$ cat config.mk
export PLATFORM = sky130hd
export DESIGN_NAME = i2c_sensor_burst_read_sequencer_unit
export DESIGN_NICKNAME = d
export VERILOG_FILES = /design/src/isbrs_pkg.sv /design/src/isbrs_cfg.sv /design/src/isbrs_core.sv /design/src/i2c_sensor_burst_read_sequencer_unit.sv
export SDC_FILE = /design/constraint.sdc
export NUM_CORES = 1
export LEC_CHECK = 0
export BUFFER_PORTS_ARGS = -buffer_cell sky130_fd_sc_hd__buf_2
export CORE_ASPECT_RATIO = 1.2
export CORE_MARGIN = 1.5
export CORE_UTILIZATION = 57
export DETAILED_ROUTE_END_ITERATION = 10
export PLACE_DENSITY = 0.8
export SYNTH_ARGS = -nofsm -noshare
export SYNTH_HDL_FRONTEND = slang
export SYNTH_HIERARCHICAL = 1
export SYNTH_SLANG_ARGS = --single-unit
export TNS_END_PERCENT = 5
$ cat constraint.sdc
create_clock -name clk -period 7.75 [get_ports clk]
set_clock_uncertainty 0.15 [all_clocks]
set_input_delay 1.55 -clock clk [delete_from_list [all_inputs] [get_ports clk]]
set_output_delay 1.55 -clock clk [all_outputs]
set_load 0.005 [all_outputs]
$ cat src/isbrs_pkg.sv
// ---------------------------------------------------------------------------
// isbrs_pkg: shared types and constants for the sensor burst-read sequencer
// Status codes, controller actions, register indexes and payload structs.
// ---------------------------------------------------------------------------
`default_nettype none

package isbrs_pkg;

	// TWI master status codes, low three bits dropped (status[7:3])
	localparam logic [4:0] TWI_START      = 5'h01; // 0x08
	localparam logic [4:0] TWI_RESTART    = 5'h02; // 0x10
	localparam logic [4:0] TWI_SLA_W_ACK  = 5'h03; // 0x18
	localparam logic [4:0] TWI_DATA_W_ACK = 5'h05; // 0x28
	localparam logic [4:0] TWI_SLA_R_ACK  = 5'h08; // 0x40
	localparam logic [4:0] TWI_DATA_R_ACK = 5'h0A; // 0x50
	localparam logic [4:0] TWI_DATA_R_NAK = 5'h0B; // 0x58

	localparam logic [15:0] HEADING_ERR  = 16'hEEEE;
	localparam logic [7:0]  ANGLE_ERR    = 8'hBB;
	localparam logic [15:0] HEADING_NONE = 16'hFFFF;
	localparam logic [7:0]  ANGLE_NONE   = 8'hFF;

	typedef enum logic [2:0] {
		ACT_NONE  = 3'd0,
		ACT_NACK  = 3'd1,
		ACT_ACK   = 3'd2,
		ACT_START = 3'd3,
		ACT_STOP  = 3'd4,
		ACT_ABORT = 3'd5
	} act_t;

	typedef enum logic [1:0] {
		REG_DEVICE_ADDRESS = 2'd0,
		REG_FIRST_REGISTER = 2'd1,
		REG_ENABLE         = 2'd2
	} reg_idx_t;

	localparam logic CMD_START  = 1'b0;
	localparam logic CMD_STATUS = 1'b1;

	typedef struct packed {
		logic       command;
		logic [7:0] status;
		logic [7:0] rx_byte;
	} isbrs_in_t;

	typedef struct packed {
		logic [2:0]  action;
		logic        tx_valid;
		logic [7:0]  tx_byte;
		logic [15:0] heading_value;
		logic        heading_valid;
		logic [7:0]  pitch_value;
		logic        pitch_valid;
		logic [7:0]  roll_value;
		logic        roll_valid;
		logic        busy_res;
		logic        fault;
	} isbrs_out_t;

	typedef struct packed {
		logic [6:0] device_address;
		logic [7:0] first_register;
		logic       enable;
	} isbrs_cfg_t;

endpackage

`default_nettype wire

$ cat src/isbrs_cfg.sv
// ---------------------------------------------------------------------------
// isbrs_cfg: configuration registers
// Device address, first register and enable, written by index.
// ---------------------------------------------------------------------------
`default_nettype none

module isbrs_cfg import isbrs_pkg::*; (
	input  wire logic       clk,
	input  wire logic       arst_n,
	input  wire logic       cfg_we,
	input  wire logic [1:0] cfg_index,
	input  wire logic [7:0] cfg_data,
	output isbrs_cfg_t      cfg
);

	isbrs_cfg_t cfg_q;

	always_ff @(posedge clk or negedge arst_n) begin
		if (!arst_n) begin
			cfg_q.device_address <= 7'd96;
			cfg_q.first_register <= 8'd2;
			cfg_q.enable         <= 1'b0;
		end else if (cfg_we) begin
			unique case (cfg_index)
				REG_DEVICE_ADDRESS: cfg_q.device_address <= cfg_data[6:0];
				REG_FIRST_REGISTER: cfg_q.first_register <= cfg_data;
				REG_ENABLE:         cfg_q.enable         <= cfg_data[0];
				default: ; // unused index
			endcase
		end
	end

	assign cfg = cfg_q;

endmodule

`default_nettype wire

$ cat src/isbrs_core.sv
// ---------------------------------------------------------------------------
// isbrs_core: sequencer state and next-state logic
// Decodes one beat against the current state, updates state on step.
// ---------------------------------------------------------------------------
`default_nettype none

module isbrs_core import isbrs_pkg::*; (
	input  wire logic       clk,
	input  wire logic       arst_n,
	input  wire logic       step,
	input  wire isbrs_in_t  item,
	input  wire isbrs_cfg_t cfg,
	output isbrs_out_t      res
);

	logic [1:0]  phase_q, phase_d;
	logic [15:0] heading_q, heading_d;
	logic [7:0]  pitch_q, pitch_d;
	logic [7:0]  roll_q, roll_d;
	logic [2:0]  ready_q, ready_d;
	logic        active_q, active_d;
	logic        error_q, error_d;
	act_t        act;
	logic        txv;
	logic [7:0]  txb;

	always_comb begin
		phase_d   = phase_q;
		heading_d = heading_q;
		pitch_d   = pitch_q;
		roll_d    = roll_q;
		ready_d   = ready_q;
		active_d  = active_q;
		error_d   = error_q;
		act       = ACT_NONE;
		txv       = 1'b0;
		txb       = 8'h00;
		if (item.command == CMD_START) begin
			if (!active_q) begin
				phase_d   = 2'd0;
				heading_d = HEADING_NONE;
				pitch_d   = ANGLE_NONE;
				roll_d    = ANGLE_NONE;
				ready_d   = 3'b000;
				error_d   = 1'b0;
				active_d  = 1'b1;
				if (cfg.enable) act = ACT_START;
			end
		end else begin
			unique case (item.status[7:3])
				TWI_START: begin
					txv = 1'b1;
					txb = {cfg.device_address, 1'b0};
					act = ACT_NACK;
				end
				TWI_SLA_W_ACK: begin
					txv = 1'b1;
					txb = cfg.first_register;
					act = ACT_NACK;
				end
				TWI_DATA_W_ACK: act = ACT_START;
				TWI_RESTART: begin
					txv = 1'b1;
					txb = {cfg.device_address, 1'b1};
					act = ACT_NACK;
				end
				TWI_SLA_R_ACK: begin
					if (phase_q == 2'd0) act = ACT_ACK;
				end
				TWI_DATA_R_ACK: begin
					unique case (phase_q)
						2'd0: begin
							heading_d = {item.rx_byte, 8'h00};
							phase_d   = 2'd1;
							act       = ACT_ACK;
						end
						2'd1: begin
							heading_d  = heading_q | {8'h00, item.rx_byte};
							ready_d[0] = 1'b1;
							phase_d    = 2'd2;
							act        = ACT_ACK;
						end
						2'd2: begin
							pitch_d    = item.rx_byte;
							ready_d[1] = 1'b1;
							phase_d    = 2'd3;
							act        = ACT_NACK;
						end
						default: act = ACT_ACK; // roll phase: nothing captured
					endcase
				end
				TWI_DATA_R_NAK: begin
					if (phase_q == 2'd3) begin
						roll_d     = item.rx_byte;
						ready_d[2] = 1'b1;
						active_d   = 1'b0;
						act        = ACT_STOP;
					end else begin
						error_d   = 1'b1;
						heading_d = HEADING_ERR;
						active_d  = 1'b0;
						act       = ACT_ABORT;
					end
				end
				default: begin
					error_d   = 1'b1;
					heading_d = HEADING_ERR;
					pitch_d   = ANGLE_ERR;
					roll_d    = ANGLE_ERR;
					active_d  = 1'b0;
					act       = ACT_ABORT;
				end
			endcase
		end
	end

	always_ff @(posedge clk or negedge arst_n) begin
		if (!arst_n) begin
			phase_q   <= 2'd0;
			heading_q <= 16'h0000;
			pitch_q   <= 8'h00;
			roll_q    <= 8'h00;
			ready_q   <= 3'b000;
			active_q  <= 1'b0;
			error_q   <= 1'b0;
		end else if (step) begin
			phase_q   <= phase_d;
			heading_q <= heading_d;
			pitch_q   <= pitch_d;
			roll_q    <= roll_d;
			ready_q   <= ready_d;
			active_q  <= active_d;
			error_q   <= error_d;
		end
	end

	always_comb begin
		res.action        = act;
		res.tx_valid      = txv;
		res.tx_byte       = txb;
		res.heading_value = heading_d;
		res.heading_valid = ready_d[0];
		res.pitch_value   = pitch_d;
		res.pitch_valid   = ready_d[1];
		res.roll_value    = roll_d;
		res.roll_valid    = ready_d[2];
		res.busy_res      = active_d;
		res.fault         = error_d;
	end

endmodule

`default_nettype wire

$ cat src/i2c_sensor_burst_read_sequencer_unit.sv
// A beat is held in the request register, then decoded and shown on rsp from the result
// register. Throughput: one beat per cycle while rsp is not stalled; the decode is a
// single pass between the request and result registers, state updated in the same edge.
// A stalled result holds; the request register then fills only while it is empty.
// Reset (arst_n low, asynchronous): both registers empty, state and flags cleared,
// configuration back to address 96, first register 2, disabled.
// ---------------------------------------------------------------------------
// i2c_sensor_burst_read_sequencer_unit: I2C sensor burst-read sequencer
// Takes start commands and bus status beats, returns the controller action,
// the byte to send and the current heading, pitch and roll readings.
// ---------------------------------------------------------------------------
`default_nettype none

module i2c_sensor_burst_read_sequencer_unit import isbrs_pkg::*; (
	input  wire logic       clk,
	input  wire logic       arst_n,
	// request channel
	input  wire logic       req_valid,
	output logic            req_stall,
	input  wire isbrs_in_t  req,
	// result channel
	output logic            rsp_valid,
	input  wire logic       rsp_stall,
	output isbrs_out_t      rsp,
	// configuration write port
	input  wire logic       cfg_we,
	input  wire logic [1:0] cfg_index,
	input  wire logic [7:0] cfg_data
);

	isbrs_cfg_t cfg;
	isbrs_out_t res;

	// request register
	logic       req_valid_s1;
	isbrs_in_t  req_s1;
	// result register
	logic       rsp_valid_s2;
	isbrs_out_t rsp_s2;

	logic advance;

	// The beat in the request register moves on whenever the result register
	// is empty or is being drained this cycle.
	assign advance   = req_valid_s1 && (!rsp_valid_s2 || !rsp_stall);
	assign req_stall = req_valid_s1 && !advance;

	always_ff @(posedge clk or negedge arst_n) begin
		if (!arst_n) begin
			req_valid_s1 <= 1'b0;
		end else if (!req_stall) begin
			req_valid_s1 <= req_valid;
		end
	end

	always_ff @(posedge clk) begin
		if (req_valid && !req_stall) begin
			req_s1 <= req;
		end
	end

	isbrs_cfg u_cfg (
		.clk       (clk),
		.arst_n    (arst_n),
		.cfg_we    (cfg_we),
		.cfg_index (cfg_index),
		.cfg_data  (cfg_data),
		.cfg       (cfg)
	);

	// State commits only when the result is actually captured.
	isbrs_core u_core (
		.clk    (clk),
		.arst_n (arst_n),
		.step   (advance),
		.item   (req_s1),
		.cfg    (cfg),
		.res    (res)
	);

	always_ff @(posedge clk or negedge arst_n) begin
		if (!arst_n) begin
			rsp_valid_s2 <= 1'b0;
		end else if (advance) begin
			rsp_valid_s2 <= 1'b1;
		end else if (!rsp_stall) begin
			rsp_valid_s2 <= 1'b0;
		end
	end

	always_ff @(posedge clk) begin
		if (advance) begin
			rsp_s2 <= res;
		end
	end

	assign rsp_valid = rsp_valid_s2;
	assign rsp       = rsp_s2;

`ifndef SYNTHESIS
	// A read that ends in error is never still marked in progress.
	a_busy_fault: assert property (@(posedge clk) disable iff (!arst_n)
		rsp_valid |-> !(rsp.busy_res && rsp.fault))
		else $error("busy and fault both set");

	// Bytes to send only go out with a plain continue.
	a_tx_action: assert property (@(posedge clk) disable iff (!arst_n)
		(rsp_valid && rsp.tx_valid) |-> (rsp.action == ACT_NACK))
		else $error("tx byte without continue action");

	// A clean STOP completes all three readings and ends the transaction.
	a_stop_done: assert property (@(posedge clk) disable iff (!arst_n)
		(rsp_valid && rsp.action == ACT_STOP) |->
		(rsp.roll_valid && rsp.pitch_valid && rsp.heading_valid && !rsp.busy_res))
		else $error("stop without complete readings");

	// Abort always leaves the error marker on the heading.
	a_abort_marker: assert property (@(posedge clk) disable iff (!arst_n)
		(rsp_valid && rsp.action == ACT_ABORT) |->
		(rsp.fault && rsp.heading_value == HEADING_ERR))
		else $error("abort without error markers");

	// Request side is only held off when a beat is waiting on a full result stage.
	a_stall_cause: assert property (@(posedge clk) disable iff (!arst_n)
		req_stall |-> (req_valid_s1 && rsp_valid_s2 && rsp_stall))
		else $error("request stalled without cause");
`endif

endmodule

`default_nettype wire
-- After elaboration in Yosys (flattened, before gate mapping)
Cells that the tools add are included.
- register bits: 123
- word-level logic and storage cells: 102
- bitwise logic cells: 1
- reduce and logical (&&, ||, !) cells: 18
- equality and inequality tests: 16
- mux-type cells: 41
- operators with widths (cell ; number):
    2-to-1 mux 16 bit ; 3
    2-to-1 mux 8 bit ; 6
    one-hot mux 16 bit (3 select lines) ; 1
    one-hot mux 16 bit (2 select lines) ; 1
    one-hot mux 8 bit (2 select lines) ; 2
    one-hot mux 8 bit (3 select lines) ; 1
    bitwise OR 16 x 8 -> 16 bit ; 1
    equality test 5 x 4 -> 1 bit, second input constant ; 3
    one-hot mux 3 bit (5 select lines) ; 1
    2-to-1 mux 2 bit ; 7
    2-to-1 mux 1 bit ; 13
    2-to-1 mux 3 bit ; 4
    OR reduction 6 bit ; 2
    equality test 5 x 2 -> 1 bit, second input constant ; 2
    equality test 2 bit, second input constant ; 3
    one-hot mux 2 bit (3 select lines) ; 1
    AND reduction 2 bit ; 3
    equality test 5 x 1 -> 1 bit, second input constant ; 1
    equality test 5 x 3 -> 1 bit, second input constant ; 1
    OR reduction 5 bit ; 1
    equality test 2 x 1 -> 1 bit, second input constant ; 2
    zero test 1 bit ; 4
    zero test 2 bit ; 2
    inequality test 2 x 1 -> 1 bit, second input constant ; 2
    other kinds (7) ; 9

-- Longest topological paths before layout
- depth in word-level cells: 7
- depth in mapped cells: 8

-- By module
The synthesis kept the hierarchy.
- modules (own cells, without submodules) (module ; times used ; area an instance (µm²) ; cells each):
    isbrs_core ; 1 ; 3006.6 ; 388
    i2c_sensor_burst_read_sequencer_unit ; 1 ; 2074.5 ; 74
    isbrs_cfg ; 1 ; 621.8 ; 35

-- Least setup slack after synthesis
Ideal clock, no wire load.
- path type: input to register
- start: input rsp_stall
- end: register u_core.heading_q[7]
- path slack: 0.477 ns
- data arrival time: 7.046 ns
- stages: 6
- setup time: 0.078 ns
- buffers on the path: 1
- data required time: 7.522 ns
- path through: a21boi_0 > inv_1 > nor2_1 > clkbuf_1 > o21ai_0 > a21oi_1
- longest elaborated chain between the ends: 3
- RTL lines (what ; RTL line ; text):
    from (decl) ; i2c_sensor_burst_read_sequencer_unit.sv:23 ; input wire logic rsp_stall,
    zero test 1 bit ; - ;
    logical OR 1 bit ; i2c_sensor_burst_read_sequencer_unit.sv:45 ; assign advance = req_valid_s1 && (!rsp_valid_s2 || !rsp_stall);
    logical AND 1 bit ; i2c_sensor_burst_read_sequencer_unit.sv:45 ;
    to (signal assigned) ; isbrs_core.sv:128 ; heading_q <= heading_d;
    to (decl) ; isbrs_core.sv:17 ; logic [15:0] heading_q, heading_d;
Every way passes these cells.
A chain may end at the register's enable or synchronous reset.

-- Worst setup path after layout
- start: input rsp_stall
- end: register u_core.phase_q[1]
- longest elaborated chain between the ends: 4
- RTL lines (what ; RTL line ; text):
    zero test 1 bit ; - ;
    logical OR 1 bit ; i2c_sensor_burst_read_sequencer_unit.sv:45 ;
    logical AND 1 bit ; i2c_sensor_burst_read_sequencer_unit.sv:45 ;
    named net advance ; i2c_sensor_burst_read_sequencer_unit.sv:41 ; logic advance;
    AND reduction 4 bit (no line) ; - ;
    to (signal assigned) ; isbrs_core.sv:127 ; phase_q <= phase_d;
    to (decl) ; isbrs_core.sv:16 ; logic [1:0] phase_q, phase_d;
The timed path passes the listed nets, and every way through them passes these cells.

==> out/metrics.cfg <==
[critical_path]
top_cell_by_count_worst_path = sky130_fd_sc_hd__buf_4
cp.arrival_ns = 4.24
worst_path_dominant_cell_family = buffers and inverters
timing.critical_path.to_type = register
cpMaxStageDelayCell = sky130_fd_sc_hd__nor2_1
timing.setup.critical_path_class = in -> reg
cp_cell_sequence = buf_2 > a21boi_4 > buf_4 > inv_1 > nor2_1 > buf_4 > o21ai_0 > a32o_1
cp.required_ns = 7.90
cp_max_fo = 63
crit_buf_inv = 4
timing.critical_path.from_type = input port
critPathMaxStageDelay_ns = 0.72

[sta]
period_needed_ns = 4.09
hold_slack_ns = 0.356
post_route_clock_period_utilization_pct = 52.8
report.final.hold_viol_count = 0
finalSetupTns_ns = 0
unrepaired_setup_endpoints_after_global_routing = no
clock.fmax_mhz = 244
relSlewSlack_pct = 26.7
worst_slew_pin_slew_ns = 1.10
post-route-worst-setup-slack_ns = 3.66
report.final.slew_viol_count = 0
timing.final.setup_violations = 0

[die]
die_area_sq_um = 10500
die_x_extent_um = 93.6
core_sq_um = 9560
rows = 39
boundaryPins = 83
initial_core_util_pct = 58.7
die_height_um = 112

[place]
place.port_buffers = 79
finalWeightedCongestion = 0.866
worst_setup_slack_post_dpl_ns = 3.29
place_hpwl_um = 8160
place.detailed.instances = 675

[logic_synthesis]
post_synth_instance_area_sq_um = 5610
synth_area_per_cell_sq_um = 11.4
total_number_of_yosys_warnings = 6
instance_count_of_the_mapped_netlist = 494
synth_fp_nets = 531

[grt]
use_met3_pct = 6.56
first_global_vias = 4239
grt-busiest-layer = met2
grt_use_total_pct = 26.1
grt_overflow_total = 0
maximum_number_of_pins_on_one_net_before_global_route_repair = 64
antenna_found_initial = 0
global_route_wire_length_before_repair_um = 20800
globalRouteMet2Util_pct = 40.9
gr-usage-met1_pct = 32.5

[clock_tree]
cts_sinks = 120
cts_htree_levels = 4
tritoncts = done
clkTransAtPathRegs_ns = 0.05
numCtsBuffers = 17
cts_resized = 0
worst_skew_pair.late_latency_ns = 0.42
clock_path_buffers = 2
post-cts-setup-buffer-count = 0
cts.hold.buffers_added = 0
cts-root-buf = sky130_fd_sc_hd__clkbuf_16

[finish]
layoutNonFillerInstCount = 707
postLayoutCoreUtil_pct = 70.3
insertedDiodeCount = 0
synthToLayoutAreaGrowth_pct = 19.8
design.final.nets = 608
drive_gt1_share_pct = 27.4

[job]
cap_violations = 0

[route]
route.detailed.wl_per_inst_um = 17.9
detailed_router_s_first_iteration_violation_count = 368
route.vias.total = 4367
drt_drc_violations_left = 0
detail_route.first_pass.iterations = 7
drt.antenna.violating_nets = 0
via_density_per_instance = 6.18
finalWirelength_um = 12700

[min_path]
worstHoldPathType = reg -> reg

[power]
power_per_unit_of_standard_cell_area_nw_per_um2 = 282
total_leakage_power_nw = 2.56
vdd.ir_drop.worst_v = 0.000159

[status]
outcome = complete, no violations

==> worst paths after layout <==
| kind | startpoint | end | slack, ns | cells after the start |
|---|---|---|---|---|
| setup reg to reg | rsp_valid | u_core/phase_q[1] | 4.44 | 7 |
| min in group asynchronous | arst_n | u_cfg/cfg[7] | 1.12 | 2 |
| hold reg to reg | u_cfg/cfg[10] | u_cfg/cfg[10] | 0.36 | 1 |
| hold / removal | u_cfg/cfg[10] | u_cfg/cfg[10] | 0.36 | 1 |
| setup / recovery | rsp_stall | u_core/phase_q[1] | 3.66 | 8 |
| max in group asynchronous | arst_n | u_core/heading_q[5] | 5.81 | 2 |
==> cells in the final DEF (no fill, tap or decap), types with 11 or more instances in the layout <==
cell and count:
sky130_fd_sc_hd__dfrtp_1 54, sky130_fd_sc_hd__nor2_1 66, sky130_fd_sc_hd__a21oi_1 61, sky130_fd_sc_hd__a31oi_1 18, sky130_fd_sc_hd__nand2_1 40, sky130_fd_sc_hd__buf_2 79
sky130_fd_sc_hd__a22oi_1 11, sky130_fd_sc_hd__edfxtp_1 63, sky130_fd_sc_hd__clkbuf_16 17, sky130_fd_sc_hd__o21ai_0 20, sky130_fd_sc_hd__mux2_2 16
==> per-layer routing <==
layer,share of wire (%),wire (um)
met4,4.3,539
met3,6.4,807
met1,39,4950
met2,50,6360
met5,0,0
==> state kept, by name (all words and copies together), names as in the netlist, 2 cells and up <==
register          count
rsp                  49
u_cfg/cfg            16
u_core/roll_q         8
u_core/ready_q        3
u_core/heading_q     16
req_s1               14
u_core/pitch_q        8
u_core/phase_q        2
==> stage by stage <==
stage	power [mW]	area [sq um]
after floorplan	0.967	5610
final	1.90	6730
after global routing	1.97	6730
after global placement	1.03	6080
after CTS	1.91	6730
after detailed placement	1.05	6080
==> power by group <==
group          internal, mW  switching (mW)  total, mW
combinational        0.0945           0.134      0.228
clock                 0.571           0.286      0.857
sequential            0.757          0.0539      0.811
==> final cells by class <==
class	count	area, sq um
multi-input cells	338	2130
fillers	736	2840
well taps	123	154
clock inverters	15	225
clock buffers	17	425
inverters	10	37.5
flip-flops and latches	120	3320
repair buffers	84	433
==> worst reg2reg max path, stage by stage, from the launching register on <==
cell and delay, ns:
sky130_fd_sc_hd__dfrtp_1 0.44, sky130_fd_sc_hd__a21boi_4 0.16, sky130_fd_sc_hd__buf_4 0.62, sky130_fd_sc_hd__inv_1 0.36, sky130_fd_sc_hd__nor2_1 0.72, sky130_fd_sc_hd__buf_4 0.39
sky130_fd_sc_hd__o21ai_0 0.13, sky130_fd_sc_hd__a32o_1 0.23
(Power assumes the default switching activity.)
